`config.mk`:
```
export PLATFORM = sky130hd
export DESIGN_NAME = group_by_aggregate_table_core
export DESIGN_NICKNAME = d
export VERILOG_FILES = /design/src/hw/rtl/gbat_pkg.sv /design/src/hw/rtl/gbat_ram.sv /design/src/hw/rtl/gbat_dp.sv /design/src/hw/rtl/gbat_ctrl.sv /design/src/hw/rtl/group_by_aggregate_table_core.sv
export SDC_FILE = /design/constraint.sdc
export NUM_CORES = 2
export LEC_CHECK = 0
export BUFFER_PORTS_ARGS = -buffer_cell sky130_fd_sc_hd__buf_2
export CAP_MARGIN = 20
export CORE_MARGIN = 4
export CORE_UTILIZATION = 65
export DETAILED_ROUTE_END_ITERATION = 7
export PLACE_DENSITY = 0.82
export SLEW_MARGIN = 0
export SYNTH_ARGS = -nofsm -noshare
export SYNTH_HDL_FRONTEND = slang
export SYNTH_HIERARCHICAL = 1
export SYNTH_SLANG_ARGS = --single-unit
```
`constraint.sdc`:
```
create_clock -name clk -period 21.2 [get_ports clk]
set_input_delay 0 -clock clk [delete_from_list [all_inputs] [get_ports clk]]
set_output_delay 0 -clock clk [all_outputs]
set_load 0.03 [all_outputs]
```
`src/hw/rtl/gbat_pkg.sv`:
```
// Shared constants, codes and controller/datapath interface types of the group-by table.
`timescale 1ns / 1ps
package gbat_pkg;

	localparam int MAX_GROUPS = 64;
	localparam int ADDR_W = (MAX_GROUPS > 1) ? $clog2(MAX_GROUPS) : 1;
	localparam int CNT_W = $clog2(MAX_GROUPS + 1);
	localparam int DATA_W = 32;
	localparam int PADDR_W = 3;

	localparam logic [1:0] ACT_MERGE = 2'd0;
	localparam logic [1:0] ACT_EMIT = 2'd1;
	localparam logic [1:0] ACT_CLEAR = 2'd2;

	localparam logic [1:0] OP_MIN = 2'd0;
	localparam logic [1:0] OP_MAX = 2'd1;
	localparam logic [1:0] OP_SUM = 2'd2;
	localparam logic [1:0] OP_COUNT = 2'd3;

	localparam logic REG_AGG_OP = 1'b0;
	localparam logic REG_GROUPING = 1'b1;

	localparam logic [1:0] AGG_OP_RESET = OP_SUM;
	localparam logic GROUPING_RESET = 1'b1;

	typedef struct packed {
		logic load;
		logic clr;
		logic rd;
		logic upd;
		logic ins;
		logic drop;
		logic oload;
	} dp_cmd_t;

	typedef struct packed {
		logic count_zero;
		logic full;
		logic cmp_valid;
		logic key_hit;
		logic at_last;
		logic out_busy;
	} dp_stat_t;

endpackage

```
`src/hw/rtl/gbat_ram.sv`:
```
// Generic single-write, single-read RAM with registered read data.
`timescale 1ns / 1ps
module gbat_ram #(
	parameter int WIDTH = 32,
	parameter int DEPTH = 64,
	localparam int AW = (DEPTH > 1) ? $clog2(DEPTH) : 1
) (
	input  logic                     clk,
	input  logic                     we,
	input  logic [AW-1:0]            waddr,
	input  logic [WIDTH-1:0]         wdata,
	input  logic                     re,
	input  logic [AW-1:0]            raddr,
	output logic [WIDTH-1:0]         rdata
);
	logic [WIDTH-1:0] mem_q [DEPTH];

	always_ff @(posedge clk) begin
		if (we) begin
			mem_q[waddr] <= wdata;
		end
		if (re) begin
			rdata <= mem_q[raddr];
		end
	end

endmodule

```
`src/hw/rtl/gbat_dp.sv`:
```
// Datapath: key and aggregate memories, scan pointers, group count and output register.
`timescale 1ns / 1ps
module gbat_dp
	import gbat_pkg::*;
(
	input  logic                     clk,
	input  logic                     arst_n,
	input  dp_cmd_t                  cmd,
	output dp_stat_t                 stat,
	input  logic [1:0]               agg_op,
	input  logic                     grouping_on,
	input  logic [DATA_W-1:0]        group_key,
	input  logic signed [DATA_W-1:0] agg_value,
	output logic                     result_valid,
	input  logic                     result_stall,
	output logic [DATA_W-1:0]        out_key,
	output logic signed [DATA_W-1:0] out_aggregate,
	output logic                     last_group,
	output logic                     dropped_flag
);
	logic [DATA_W-1:0] key_q;
	logic [DATA_W-1:0] val_q;
	logic [CNT_W-1:0]  count_q;
	logic              drop_q;
	logic [CNT_W-1:0]  ptr_q;
	logic [ADDR_W-1:0] cp_q;
	logic              cmpv_q;
	logic              ovalid_q;

	logic [DATA_W-1:0] rd_key;
	logic [DATA_W-1:0] rd_agg;
	logic [DATA_W-1:0] upd_agg;
	logic [DATA_W-1:0] wr_agg;
	logic [ADDR_W-1:0] wr_addr;
	logic              wr_en;
	logic              at_last;

	assign wr_en = cmd.upd | cmd.ins;
	assign wr_addr = cmd.upd ? cp_q : count_q[ADDR_W-1:0];

	always_comb begin
		case (agg_op)
			OP_MIN:   upd_agg = ($signed(val_q) < $signed(rd_agg)) ? val_q : rd_agg;
			OP_MAX:   upd_agg = ($signed(rd_agg) < $signed(val_q)) ? val_q : rd_agg;
			OP_SUM:   upd_agg = rd_agg + val_q;
			OP_COUNT: upd_agg = rd_agg + DATA_W'(1);
			default:  upd_agg = rd_agg;
		endcase
	end

	// A new group starts at the item's value, or at one when counting.
	assign wr_agg = cmd.upd ? upd_agg : ((agg_op == OP_COUNT) ? DATA_W'(1) : val_q);

	gbat_ram #(.WIDTH(DATA_W), .DEPTH(MAX_GROUPS)) u_key_ram (
		.clk   (clk),
		.we    (cmd.ins),
		.waddr (wr_addr),
		.wdata (key_q),
		.re    (cmd.rd),
		.raddr (ptr_q[ADDR_W-1:0]),
		.rdata (rd_key)
	);

	gbat_ram #(.WIDTH(DATA_W), .DEPTH(MAX_GROUPS)) u_agg_ram (
		.clk   (clk),
		.we    (wr_en),
		.waddr (wr_addr),
		.wdata (wr_agg),
		.re    (cmd.rd),
		.raddr (ptr_q[ADDR_W-1:0]),
		.rdata (rd_agg)
	);

	assign at_last = (CNT_W'(cp_q) == (count_q - CNT_W'(1)));

	always_ff @(posedge clk or negedge arst_n) begin
		if (!arst_n) begin
			count_q <= '0;
			drop_q <= 1'b0;
			cmpv_q <= 1'b0;
			ovalid_q <= 1'b0;
		end else begin
			cmpv_q <= cmd.rd;
			if (cmd.clr) begin
				count_q <= '0;
				drop_q <= 1'b0;
			end else if (cmd.ins) begin
				count_q <= count_q + CNT_W'(1);
			end
			if (cmd.drop) begin
				drop_q <= 1'b1;
			end
			if (cmd.oload) begin
				ovalid_q <= 1'b1;
			end else if (!result_stall) begin
				ovalid_q <= 1'b0;
			end
		end
	end

	always_ff @(posedge clk) begin
		if (cmd.load) begin
			key_q <= grouping_on ? group_key : '0;
			val_q <= agg_value;
			ptr_q <= '0;
		end else if (cmd.rd) begin
			ptr_q <= ptr_q + CNT_W'(1);
			cp_q <= ptr_q[ADDR_W-1:0];
		end
		if (cmd.oload) begin
			out_key <= rd_key;
			out_aggregate <= rd_agg;
			last_group <= at_last;
			dropped_flag <= drop_q;
		end
	end

	assign result_valid = ovalid_q;

	assign stat.count_zero = (count_q == '0);
	assign stat.full = (count_q == CNT_W'(MAX_GROUPS));
	assign stat.cmp_valid = cmpv_q;
	assign stat.key_hit = (rd_key == key_q);
	assign stat.at_last = at_last;
	assign stat.out_busy = ovalid_q;

	a_count_bound: assert property (@(posedge clk) disable iff (!arst_n)
		count_q <= CNT_W'(MAX_GROUPS))
		else $error("group count above table size");

	a_ins_grows: assert property (@(posedge clk) disable iff (!arst_n)
		cmd.ins && !cmd.clr |=> count_q == $past(count_q) + CNT_W'(1))
		else $error("insert did not grow the group count");

	a_ins_not_full: assert property (@(posedge clk) disable iff (!arst_n)
		cmd.ins |-> count_q != CNT_W'(MAX_GROUPS))
		else $error("insert into a full table");

	a_drop_when_full: assert property (@(posedge clk) disable iff (!arst_n)
		cmd.drop |-> count_q == CNT_W'(MAX_GROUPS))
		else $error("merge dropped while table had room");

	a_oload_free: assert property (@(posedge clk) disable iff (!arst_n)
		cmd.oload |-> !ovalid_q)
		else $error("output register overwritten before it was taken");

endmodule

```
`src/hw/rtl/gbat_ctrl.sv`:
```
// Controller state machine: merge scan, insert, update, emit walk and clear.
`timescale 1ns / 1ps
module gbat_ctrl
	import gbat_pkg::*;
(
	input  logic     clk,
	input  logic     arst_n,
	input  logic     item_valid,
	output logic     item_stall,
	input  logic [1:0] action,
	input  dp_stat_t stat,
	output dp_cmd_t  cmd
);
	typedef enum logic [5:0] {
		S_IDLE  = 6'b000001,
		S_SCAN  = 6'b000010,
		S_UPD   = 6'b000100,
		S_INS   = 6'b001000,
		S_EWAIT = 6'b010000,
		S_ELOAD = 6'b100000
	} state_t;

	state_t state_q;
	state_t state_nx;
	logic   accept;

	assign item_stall = (state_q != S_IDLE);
	assign accept = item_valid && (state_q == S_IDLE);

	always_comb begin
		cmd = '0;
		state_nx = state_q;
		case (state_q)
			S_IDLE: begin
				cmd.load = accept;
				cmd.clr = accept && (action == ACT_CLEAR);
				if (accept && action == ACT_MERGE) begin
					state_nx = S_SCAN;
				end else if (accept && action == ACT_EMIT && !stat.count_zero) begin
					state_nx = S_EWAIT;
				end
			end
			S_SCAN: begin
				// Reads run one entry ahead of the compare.
				if (stat.cmp_valid && stat.key_hit) begin
					state_nx = S_UPD;
				end else if (stat.cmp_valid && stat.at_last) begin
					if (stat.full) begin
						cmd.drop = 1'b1;
						state_nx = S_IDLE;
					end else begin
						state_nx = S_INS;
					end
				end else if (stat.count_zero) begin
					state_nx = S_INS;
				end else begin
					cmd.rd = 1'b1;
				end
			end
			S_UPD: begin
				cmd.upd = 1'b1;
				state_nx = S_IDLE;
			end
			S_INS: begin
				cmd.ins = 1'b1;
				state_nx = S_IDLE;
			end
			S_EWAIT: begin
				if (!stat.out_busy) begin
					cmd.rd = 1'b1;
					state_nx = S_ELOAD;
				end
			end
			S_ELOAD: begin
				cmd.oload = 1'b1;
				state_nx = stat.at_last ? S_IDLE : S_EWAIT;
			end
			default: begin
				state_nx = S_IDLE;
			end
		endcase
	end

	always_ff @(posedge clk or negedge arst_n) begin
		if (!arst_n) begin
			state_q <= S_IDLE;
		end else begin
			state_q <= state_nx;
		end
	end

	a_onehot: assert property (@(posedge clk) disable iff (!arst_n)
		$onehot(state_q))
		else $error("state register lost its one-hot code");

	a_upd_after_hit: assert property (@(posedge clk) disable iff (!arst_n)
		state_q == S_UPD |-> $past(state_q) == S_SCAN && $past(stat.key_hit))
		else $error("update entered without a key hit");

	a_load_after_read: assert property (@(posedge clk) disable iff (!arst_n)
		state_q == S_ELOAD |-> $past(cmd.rd))
		else $error("emit load without a preceding read");

endmodule

```
`src/hw/rtl/group_by_aggregate_table_core.sv`:
```
// Top level of the group-by aggregation table: register port, controller and datapath.
// Merge: a scan of the key memory, one read per cycle, over the groups stored (up to MAX_GROUPS),
// then an update of the hit entry, an insert, or a drop when the table is full; clear is done on acceptance.
// Emit: per group, a memory read, the load of the output register, and the cycle in which
// the result is taken; the walk waits while the result side stalls.
// One item is in work at a time; the next is accepted while the last result still waits.
// Reset empties the table and the drop flag and loads agg_op = sum, grouping on;
// memory contents are not cleared and no entry is read before it is written.
`timescale 1ns / 1ps
module group_by_aggregate_table_core
	import gbat_pkg::*;
(
	input  logic                     clk,
	input  logic                     arst_n,
	input  logic                     psel,
	input  logic                     penable,
	input  logic                     pwrite,
	input  logic [PADDR_W-1:0]       paddr,
	input  logic [31:0]              pwdata,
	output logic [31:0]              prdata,
	output logic                     pready,
	input  logic                     item_valid,
	output logic                     item_stall,
	input  logic [1:0]               action,
	input  logic [DATA_W-1:0]        group_key,
	input  logic signed [DATA_W-1:0] agg_value,
	output logic                     result_valid,
	input  logic                     result_stall,
	output logic [DATA_W-1:0]        out_key,
	output logic signed [DATA_W-1:0] out_aggregate,
	output logic                     last_group,
	output logic                     dropped_flag
);
	logic [1:0] agg_op_q;
	logic       grouping_on_q;
	logic       reg_wr;
	dp_cmd_t    cmd;
	dp_stat_t   stat;

	assign pready = 1'b1;
	assign reg_wr = psel && penable && pwrite;

	always_ff @(posedge clk or negedge arst_n) begin
		if (!arst_n) begin
			agg_op_q <= AGG_OP_RESET;
			grouping_on_q <= GROUPING_RESET;
		end else if (reg_wr) begin
			if (paddr[2] == REG_AGG_OP) begin
				agg_op_q <= pwdata[1:0];
			end else begin
				grouping_on_q <= pwdata[0];
			end
		end
	end

	always_comb begin
		case (paddr[2])
			REG_AGG_OP:   prdata = {30'd0, agg_op_q};
			REG_GROUPING: prdata = {31'd0, grouping_on_q};
			default:      prdata = '0;
		endcase
	end

	gbat_ctrl u_ctrl (
		.clk        (clk),
		.arst_n     (arst_n),
		.item_valid (item_valid),
		.item_stall (item_stall),
		.action     (action),
		.stat       (stat),
		.cmd        (cmd)
	);

	gbat_dp u_dp (
		.clk           (clk),
		.arst_n        (arst_n),
		.cmd           (cmd),
		.stat          (stat),
		.agg_op        (agg_op_q),
		.grouping_on   (grouping_on_q),
		.group_key     (group_key),
		.agg_value     (agg_value),
		.result_valid  (result_valid),
		.result_stall  (result_stall),
		.out_key       (out_key),
		.out_aggregate (out_aggregate),
		.last_group    (last_group),
		.dropped_flag  (dropped_flag)
	);

endmodule
```
# --- Word level (Yosys, flattened, before mapping) ---
# Memories as Yosys holds them, arrays and structs flattened. A register that Yosys moved wholly into a read port is not among the register bits.
# Index checks and enable logic that the tools add are counted.
op_classes:
  n_reduce_logical: 19
  n_eq_ne: 19
  n_lt_le_gt_ge: 2
  n_addsub: 5
  muxes: 39
  bitwise_logic: 3
ops:
  columns: ["op", "count"]
  rows:
  - ["$mux 32", 4]
  - ["$pmux 32 s4", 1]
  - ["$lt 32x32->1", 2]
  - ["$pmux 32 s2", 1]
  - ["$mux 6", 7]
  - ["$add 32x1->32 const B", 1]
  - ["$add 32x32->32", 1]
  - ["$eq 32x32->1", 1]
  - ["$pmux 6 s4", 1]
  - ["$mux 1", 19]
  - ["$add 7x1->7 const B", 2]
  - ["$mux 7", 2]
  - ["$logic_and 1x1->1", 9]
  - ["$eq 6x7->1", 1]
  - ["$eq 7x7->1 const B", 1]
  - ["$logic_not 7->1", 1]
  - ["$sub 7x1->7 const B", 1]
  - ["$eq 2x2->1 const B", 3]
  - ["$eq 6x1->1 const B", 1]
  - ["$eq 6x2->1 const B", 1]
  - ["$eq 6x3->1 const B", 1]
  - ["$eq 6x4->1 const B", 1]
  - ["$eq 6x5->1 const B", 1]
  - ["$eq 6x6->1 const B", 1]
  - ["17 further kinds", 23]
word_totals:
  memories: 2
  regBits: 162
  mem_bits_rw: 4096
  inputBits: 108
  out_inout_bits: 101
mem_list:
  columns: ["name", "depth", "width", "rd", "rd_ports_with_merged_regs", "wr", "line_no", "source"]
  rows:
  - ["u_dp.u_agg_ram.mem_q", 64, 32, 1, 1, 1, "gbat_ram.sv:16", "logic [WIDTH-1:0] mem_q [DEPTH];"]
  - ["u_dp.u_key_ram.mem_q", 64, 32, 1, 1, 1, "gbat_ram.sv:16", null]

# --- Depth between registers and ports, before layout ---
depth:
  word_depth: 7
  ltp_mapped: 17
  ltp_nobuf: 14

# --- By module ---
# Netlist, hierarchy kept.
by_module_without_submodules:
  columns: ["mod", "seq_area_each_um2", "area_per_inst_um2", "instances", "cells_each"]
  rows:
  - ["gbat_ram", 62459.9, 78835.6, 2, 3324]
  - ["gbat_dp", 4454.3, 9540.4, 1, 895]
  - ["gbat_ctrl", 151.4, 446.7, 1, 46]
  - ["group_by_aggregate_table_core", 77.6, 407.9, 1, 43]

# --- Worst setup path after synthesis ---
# Ideal clock, no wire load.
synth_path:
  path_type: "reg2reg"
  from: "reg u_ctrl.state_q[1]"
  to: "reg u_dp.cp_q[0], enable pin"
  path_buffers: 1
  arrival_time_ns: 6.587
  period_less_slack_ns: 6.952
  setup_slack_ns: 14.248
  path_stages_with_launch: 5
  cell_sequence: "dfrtp_1 or4_1 o31ai_1 clkbuf_1 nor2b_1"
synth_lines:
  columns: ["item", "line_no", "source"]
  rows:
  - ["start: declaration", "gbat_ctrl.sv:23", "state_t state_q;"]
  - ["start signal: assignment", "gbat_ctrl.sv:88", "state_q <= state_nx;"]
  - ["end signal: assignment", "gbat_dp.sv:108", "cp_q <= ptr_q[ADDR_W-1:0];"]
  - ["end: declaration", "gbat_dp.sv:26", "logic [ADDR_W-1:0] cp_q;"]

==> results.cfg <==
[drt]
vias_per_cell = 7.58
drtAntennaViolNets = 0
drc = 13
dr.pass1.iters = 8
finalWirelength_mm = 494
drt-initial-drc-count = 16900
wl_per_cell_um = 41.4
vias = 90500

[placed_design]
portBuffers = 145
hpwlAfterDp_mm = 236
place_congestion = 0.890
placedCellCount = 11000
placed_area_um2 = 174000

[timing]
rsz0062_at_grt = no
finalMaxSlewViolations = 0
worst_pin_slew_ps = 1370
finalHoldViolCount = 0
slew-limit-headroom = 0.0878
setup_viol = 0
tns_ps = 0
fmax_mhz = 163
min_period_ps = 6140
finClkSkew_ps = 85.7
min_period_over_period = 0.290

[die]
chipHeight_um = 516
die_area_um2 = 267000
die_width_um = 516
rows = 186
initial_core_util = 0.654
coreArea_um2 = 257000
io_pins = 209

[worst_setup_path]
cp-end-kind = register
crit_type = register to register
path_common_cell = buf_4
crit_family = buffers and inverters
cp.arrival_ps = 6850
slowest_delay_ps = 920
slowest_stage = dfxtp_4
start_kind = register
path_max_fanout = 45
path_cells = buf_4, buf_16, buf_4, buf_4, buf_4, mux4_2, mux4_2, o22ai_1, nor2_1
crit_buf_inv = 5
required_ps = 21910

[logic_synthesis]
ys_seq_elements = 4321
synth_top_family_by_area = multiplexers
yosysWarnings = 6
syn_area_per_cell_um2 = 22.0
synth_xor_xnor_area_share = 0.00391
synth_cell_types = 93
synth_area_um2 = 168000
synthMuxAreaShare = 0.159
synth-main-ff-cell = edfxtp_1
synth_simple_gate_area_frac = 0.0205
synth_adder_area_share = 0.00511
postSynthCellCount = 7632
synthArstFlopShare = 0.00440
synth_compound_area_frac = 0.0258
synth_edf_count = 4296
seq_area_frac_synth = 0.771

[power_and_ir_drop]
pwr_density_cell_nw_per_um2 = 112
pwr-share-seq = 0.480
p_leak_nw = 58.1
power_frac_clock = 0.347
pwr-share-comb = 0.173
netSwitchingFraction = 0.267
ir_worst_vdd_uv = 114
p_switching_w = 0.00566
intPower_w = 0.0156

[cts]
cts_root_buf = clkbuf_16
post_cts_buffers = 0
post_cts_resized = 0
cts_inserted_buffers = 410
clock_latency_ps = 1040
cts_tree = yes
htreeDepth = 5
clock_sinks = 4321
clkTransAtPathRegs_ps = 70
clk_path_buf_depth = 4
cts.hold.buffers_added = 152

[finish]
mostFrequentLayoutCells = edfxtp_1 (4,296), mux4_2 (1,088), clkbuf_16 (414), buf_4 (274), a21oi_1 (215)
final_common_cell = edfxtp_1
final_util = 0.735
syn_to_final_growth_pct = 12.5
stdcell_area_um2 = 189000
drive_above_1_share = 0.272
final_cells = 11900
layout.nets = 8396

[grt]
antenna_found_initial = 18
grt_usage = 0.374
grt_first_pass_wirelength_mm = 696
first_global_vias = 91700
grt_max_degree = 110
grt_overflow_total = 0

[run_status]
violations = DRC
status = finished, violations left

[flow_run]
maxCapViolCount = 0

[worst_hold_path]
hold_path_class = input pin to register
[sequential cells by signal, summed over array words and instances (netlist names), 7 cells and up]
signal                count
u_dp/count_q              7
u_dp/u_agg_ram/rdata     32
u_dp/key_q               32
u_dp/u_agg_ram/mem_q   2048
u_dp/val_q               32
u_dp/out_key             32
u_dp/out_aggregate       32
u_dp/u_key_ram/mem_q   2048
u_dp/u_key_ram/rdata     32
[cells in the mapped netlist, drive strengths merged (12+ instances only)]
library cell  number  share of area
and3              16        0.00060
nand2            116         0.0026
and2              38         0.0014
ha                67         0.0050
mux2i            206          0.012
edfxtp          4296           0.77
or3               13        0.00048
nor3              32         0.0010
mux4            1088           0.15
xor2              54         0.0028
nor2             325         0.0073
xnor2             21         0.0011
nand3             29        0.00086
a311oi            17        0.00089
nand2b            22        0.00086
buf              262         0.0094
o21ai             34         0.0010
o22ai            170         0.0063
o221ai            65         0.0034
nand4             27         0.0010
nand3b            12        0.00054
nor2b             35         0.0013
a221o             15        0.00089
a21oi            216         0.0065
a21o              17        0.00076
inv               54         0.0012
a22oi             27         0.0012
mux2              12        0.00085
clkbuf           174         0.0039
dfrtp             16         0.0024
[worst min-delay path: stages]
cell and delay, ps:
dlygate4sd3_1 540, buf_2 170, a211oi_1 90, o221a_1 260
[cells by family after synthesis]
| logic type | Yosys count |
|---|---|
| compound gates | 654 |
| xor+xnor | 75 |
| fa+ha+maj | 68 |
| buf+inv | 490 |
| flops | 4321 |
| mux | 1306 |
| other cells | 2 |
| simple gates | 716 |
[layer usage]
metal  GRT usage  up-vias  share of wire
met5           0        -        0.00016
met4       0.234       12          0.082
met3      0.0948     2073           0.14
met2       0.592     9347           0.48
met1       0.472    45800           0.30
li1            -    33300              -
[power by group through the flow]
stage	combinational, W	sequential [W]	clock [W]
2_1_floorplan	0.00228	0.0105	0
3_3_place_gp	0.00325	0.0103	0
3_5_place_dp	0.00340	0.0103	0
4_1_cts	0.00357	0.0102	0.00736
5_1_grt	0.00382	0.0102	0.00778
6_report	0.00367	0.0102	0.00737
[metrics by stage]
stage | hold WS, ps | setup WS (ps) | total power, W
4_1_cts | 30.3 | 14600 | 0.0211
3_5_place_dp | -9.02 | 14820 | 0.0137
2_1_floorplan | -296 | 14250 | 0.0127
6_report | 142 | 15060 | 0.0212
3_3_place_gp | -21.5 | 14870 | 0.0136
5_1_grt | 137 | 14690 | 0.0218
[worst paths after layout]
check                                              startpoint                            endpoint  slack [ps]  cells past startpoint
max in group asynchronous                              arst_n         u_dp/count_q[2]$_DFFE_PN0P_       20190                      3
min in group asynchronous                              arst_n         u_dp/count_q[4]$_DFFE_PN0P_         370                      3
min reg2reg                u_dp/u_key_ram/rdata[27]$_DFFE_PP_          u_dp/out_key[27]$_DFFE_PP_         480                      0
max reg2reg                        u_dp/ptr_q[0]$_SDFFE_PP0P_  u_dp/u_key_ram/rdata[22]$_DFFE_PP_       15060                      9
min                                                 action[0]       u_ctrl/state_q[4]$_DFFE_PN0P_         140                      4
max                                u_dp/ptr_q[0]$_SDFFE_PP0P_  u_dp/u_key_ram/rdata[22]$_DFFE_PP_       15060                      9
[area by class of cell]
class,instances,area (um2)
timing repair buffer,583,4540
fill,12500,68100
inverter,54,203
multi-input combinational,2850,37300
clock inverter,234,2380
antenna,17,42.5
sequential,4321,130000
clock buffer,497,10700
tap,3384,4230
Note: power is estimated with default switching activity, not from simulation.
